==> src/hw/rtl/pidaw_pkg.sv <==
// Shared types, constants and helpers for the PID controller with anti-windup.
// Used by pidaw_mac, pidaw_ctrl and pid_antiwindup_controller; depends on nothing.

package pidaw_pkg;

  // Fixed formats: 24-bit unsigned gains, 32-bit internal terms.
  localparam int GAIN_W     = 24;
  localparam int TERM_W     = 32;
  localparam int SERR_W     = TERM_W + 1;
  localparam int MUL_A_W    = TERM_W + 1;
  localparam int MUL_B_W    = GAIN_W + 1;
  localparam int PROD_W     = MUL_A_W + MUL_B_W;
  localparam int ACC_W      = PROD_W + 2;
  localparam int CFG_ADDR_W = 3;

  // Configuration register indexes.
  typedef enum logic [CFG_ADDR_W-1:0] {
    REG_PROP_GAIN   = 3'd0,
    REG_INTEG_GAIN  = 3'd1,
    REG_DERIV_GAIN  = 3'd2,
    REG_WINDUP_GAIN = 3'd3,
    REG_OUT_UPPER   = 3'd4,
    REG_OUT_LOWER   = 3'd5
  } reg_idx_t;

  // Operand and gain pair fed to the shared multiplier.
  typedef enum logic [1:0] {
    MUL_ERR,
    MUL_UP,
    MUL_SERR,
    MUL_DIFF
  } mul_sel_t;

  // Sequencer states.
  typedef enum logic [3:0] {
    ST_IDLE,
    ST_MUL_P,
    ST_RND_P,
    ST_MUL_I,
    ST_RND_I,
    ST_RND_C,
    ST_RND_D,
    ST_SUM,
    ST_OUT,
    ST_CLR
  } state_t;

  // Control bundle from the sequencer to the datapath.
  typedef struct packed {
    logic     s_ready;
    logic     ld_in;
    mul_sel_t mul_sel;
    logic     ld_up;
    logic     ld_diff;
    logic     ld_iacc;
    logic     ld_integ;
    logic     ld_usum;
    logic     ld_pre;
    logic     commit;
    logic     zero;
  } ctrl_t;

  // Saturate a wide signed sum to the signed 32-bit term range.
  function automatic logic signed [TERM_W-1:0] sat_term(input logic signed [ACC_W-1:0] x);
    logic signed [TERM_W-1:0] res;
    if (x[ACC_W-1:TERM_W-1] == '0 || x[ACC_W-1:TERM_W-1] == '1) begin
      res = x[TERM_W-1:0];
    end else if (x[ACC_W-1]) begin
      res = {1'b1, {(TERM_W-1){1'b0}}};
    end else begin
      res = {1'b0, {(TERM_W-1){1'b1}}};
    end
    return res;
  endfunction

endpackage

==> src/hw/rtl/pidaw_ctrl.sv <==
// Sequencer for one PID step: walks the shared multiplier through the four
// gain products and the final clamp. Depends on pidaw_pkg.

module pidaw_ctrl (
  input  logic             clk,
  input  logic             rst,
  input  logic             s_tvalid,
  input  logic             in_clear,
  input  logic             out_free,
  output pidaw_pkg::ctrl_t ctrl
);

  pidaw_pkg::state_t state;
  pidaw_pkg::state_t state_next;

  // State register.
  always_ff @(posedge clk) begin
    if (rst) begin
      state <= pidaw_pkg::ST_IDLE;
    end else begin
      state <= state_next;
    end
  end

  // Next state and control outputs.
  always_comb begin
    state_next   = state;
    ctrl         = '0;
    ctrl.mul_sel = pidaw_pkg::MUL_ERR;
    case (state)
      pidaw_pkg::ST_IDLE: begin
        ctrl.s_ready = 1'b1;
        if (s_tvalid) begin
          ctrl.ld_in = 1'b1;
          state_next = in_clear ? pidaw_pkg::ST_CLR : pidaw_pkg::ST_MUL_P;
        end
      end
      pidaw_pkg::ST_MUL_P: begin
        ctrl.mul_sel = pidaw_pkg::MUL_ERR;
        state_next   = pidaw_pkg::ST_RND_P;
      end
      pidaw_pkg::ST_RND_P: begin
        ctrl.ld_up = 1'b1;
        state_next = pidaw_pkg::ST_MUL_I;
      end
      pidaw_pkg::ST_MUL_I: begin
        ctrl.mul_sel = pidaw_pkg::MUL_UP;
        ctrl.ld_diff = 1'b1;
        state_next   = pidaw_pkg::ST_RND_I;
      end
      pidaw_pkg::ST_RND_I: begin
        ctrl.ld_iacc = 1'b1;
        ctrl.mul_sel = pidaw_pkg::MUL_SERR;
        state_next   = pidaw_pkg::ST_RND_C;
      end
      pidaw_pkg::ST_RND_C: begin
        ctrl.ld_integ = 1'b1;
        ctrl.mul_sel  = pidaw_pkg::MUL_DIFF;
        state_next    = pidaw_pkg::ST_RND_D;
      end
      pidaw_pkg::ST_RND_D: begin
        ctrl.ld_usum = 1'b1;
        state_next   = pidaw_pkg::ST_SUM;
      end
      pidaw_pkg::ST_SUM: begin
        ctrl.ld_pre = 1'b1;
        state_next  = pidaw_pkg::ST_OUT;
      end
      pidaw_pkg::ST_OUT: begin
        // Hold the finished step until the output register is free.
        if (out_free) begin
          ctrl.commit = 1'b1;
          state_next  = pidaw_pkg::ST_IDLE;
        end
      end
      pidaw_pkg::ST_CLR: begin
        if (out_free) begin
          ctrl.zero  = 1'b1;
          state_next = pidaw_pkg::ST_IDLE;
        end
      end
      default: begin
        state_next = pidaw_pkg::ST_IDLE;
      end
    endcase
  end

endmodule

==> config.mk <==
export PLATFORM = sky130hd
export DESIGN_NAME = pidaw_ctrl
export DESIGN_NICKNAME = d
export VERILOG_FILES = /design/src/hw/rtl/pidaw_pkg.sv /design/src/hw/rtl/pidaw_ctrl.sv
export SDC_FILE = /design/constraint.sdc
export NUM_CORES = 1
export LEC_CHECK = 0
export ABC_AREA = 1
export BUFFER_PORTS_ARGS = -buffer_cell sky130_fd_sc_hd__buf_2
export CORE_AREA = 2 2 39 41
export CTS_CLUSTER_SIZE = 8
export DETAILED_ROUTE_END_ITERATION = 10
export DIE_AREA = 0 0 41 43
export MAX_ROUTING_LAYER = met4
export PLACE_DENSITY_LB_ADDON = 0.15
export SLEW_MARGIN = 20
export SYNTH_ARGS = -nofsm -noshare
export SYNTH_HDL_FRONTEND = slang
export SYNTH_SLANG_ARGS = --single-unit
==> constraint.sdc <==
create_clock -name clk -period 2.3 [get_ports clk]
set_input_delay 0.345 -clock clk [delete_from_list [all_inputs] [get_ports clk]]
set_output_delay 0.345 -clock clk [all_outputs]
set_load 0.1 [all_outputs]
==> results.yml <==
run_status:
  run_status: "completed"
cts:
  ctsLongestPathBuffers: 2
  cts_made_buffers: 3
  cts_root_buffer: "clkbuf_4"
  clk_pin_slew_ns: 0.04
  cts_max_level: 1
  insertion_delay_ns: 0.24
  cts_tree: "done"
  cts.sinks: 4
  cts_resized: 0
  cts_hold_buffers: 0
  cts_setup_buffers: 0
synth:
  yosysWarnings: 0
  synth_edf_count: 0
  yosys.area.top_type: "dfxtp_1"
  synthAdderAreaFrac_pct: 0
  async_reset_ff_share_pct: 0
  synth_top_family_by_area: "simple AND/OR/NAND/NOR gates"
  postSynthAreaPerCell_um2: 5.760
  synthDominantCellAreaShare_pct: 26.23
  synth_common_cells: "nand2_1 (13), inv_1 (10), nor2_1 (9), dfxtp_1 (4), nor4_1 (3)"
  ys.flop_type: "dfxtp_1"
  synthMuxAreaShare_pct: 0
  yosysSeqAreaShare_pct: 26.23
  synth_cell_types: 15
  netlist_area_um2: 305.3
  synth_xor_area_share_pct: 0
  synth.area.top_cells: "dfxtp_1 (26%), nand2_1 (16%), inv_1 (12%), nor2_1 (11%), nor4_1 (6.1%)"
  syn-num-nets: 58
  synth-simple-area-share_pct: 53.28
  synth_seq_cells: 4
  synthCells: 53
  synth.most_common_cell: "nand2_1"
  synth_compound_area_share_pct: 4.508
critical_path:
  crit_required_ns: 1.96
  path_max_fanout: 6
  ff2ff_path_depth: 7
  crit_type: "reg -> out"
  cp_data_arrival_time_ns: 1.58
  cp-end-kind: "output pin"
  crit_path_start_kind: "flip-flop"
timing:
  period_needed_ns: 1.926
  setup_viol: 0
  hold_viol_final: 0
  finalCritPeriodShare_pct: 83.73
  rsz0062_at_grt: "no"
  fin_skew_ns: 0.005955
  relSlewSlack_pct: 67.84
  drv_slew: 0
  tightestPinTransition_ns: 0.4858
  max_freq_mhz: 519.3
grt:
  gr-total-overflow: 0
  grt_usage_pct: 10.80
  grt_pass1_wl_um: 1255
  grt_pass1_vias: 286
  grt_max_degree: 7
  antenna_found_initial: 0
route:
  drt-initial-drc-count: 11
  met3_length_um: 56
  totalWireLength_um: 756
  wl_met2_um: 342
  antenna_left: 0
  num_vias: 393
  wl_per_cell_um: 8.591
  vias_per_cell: 4.466
  drt-met1-wl_um: 357
  highest_layer: "met3"
  drcViolationCount: 0
  drt_first_pass_iters: 4
floorplanning:
  ios: 17
  fp.dieArea_um2: 1763
  fp.dieW_um: 41
  core_area_um2: 1384
  die_h_um: 43
  rows: 14
  start_util_pct: 22.06
placed_design:
  gp_congestion: 0.7497
  portBuffers: 16
  place_hpwl_um: 616.4
  dp_cells: 85
finish:
  largest_reg_flops: 4
  layoutNonFillerInstCount: 88
  finalNetCount: 79
  drive_gt1_share_pct: 43.06
  diodes: 0
  regMostFlops: "state"
  area_delta_synth_final_pct: 48.77
  largest_registers: "state x4"
run:
  cap_violations: 0
worst_hold_path:
  whs_path_depth: 2
  hp-class: "in -> reg"
-- stage by stage --
stage	setup TNS (ns)	util [%]	setup WS [ns]	hold slack, ns	cell area, um2
5_1_grt	0	32.82	0.2682	0.3134	454.2
6_report	0	32.82	0.3742	0.2984	454.2
3_5_place_dp	0	31.19	0.6404	0.5434	431.7
3_3_place_gp	0	31.19	0.6015	0.5443	431.7
2_1_floorplan	-0.3296	-	-0.2782	0.4074	331.6
4_1_cts	0	32.82	0.3765	0.2948	454.2
-- cell usage in the layout (no fill, tap or decap), types with 2 or more instances in the layout --
cell	synthesis	routed
nand2_1	13	13
nor2_2	2	2
buf_2	0	16
nand3_1	2	2
nor2_1	9	9
dfxtp_1	4	4
clkbuf_4	0	3
inv_2	2	2
inv_1	10	10
nand2_2	2	2
-- per-layer routing --
layer / GRT usage, % / vias up
li1: - / 203
met1: 15.11 / 181
met2: 13.44 / 9
met3: 6.283 / 0
met4: 2.000 / 0
met5: - / -
-- worst paths after layout --
path	startpoint	end	slack (ns)
setup / recovery	state[0]$_SDFFE_PP0P_	ctrl[8]	0.37
hold / removal	rst	state[2]$_SDFFE_PP0P_	0.30
setup reg to reg	state[3]$_SDFFE_PP0P_	state[3]$_SDFFE_PP0P_	1.18
hold reg to reg	state[3]$_SDFFE_PP0P_	state[1]$_SDFFE_PP0P_	0.58
-- worst max-delay path, stage by stage (launching register included) --
cell and delay, ns:
dfxtp_1 0.53, inv_1 0.10, nor2_1 0.14, nand2_1 0.09, nand2_1 0.06, buf_2 0.42
-- logic make-up after synthesis --
group | count (synthesis)
simple gates | 34
compound gates | 2
buf+inv | 13
flops | 4
-- area by class of cell --
cell class,count,area (um2)
Timing Repair Buffer,16,80.08
Clock buffer,3,22.52
Multi-Input combinational cell,36,202.7
Tap cell,16,20.02
Fill cell,163,929.6
Sequential cell,4,80.08
Inverter,13,48.80
Power is left out: the tool's default activity adds up to more than one toggle a clock period on the data nets, which glitch-free logic cannot reach.
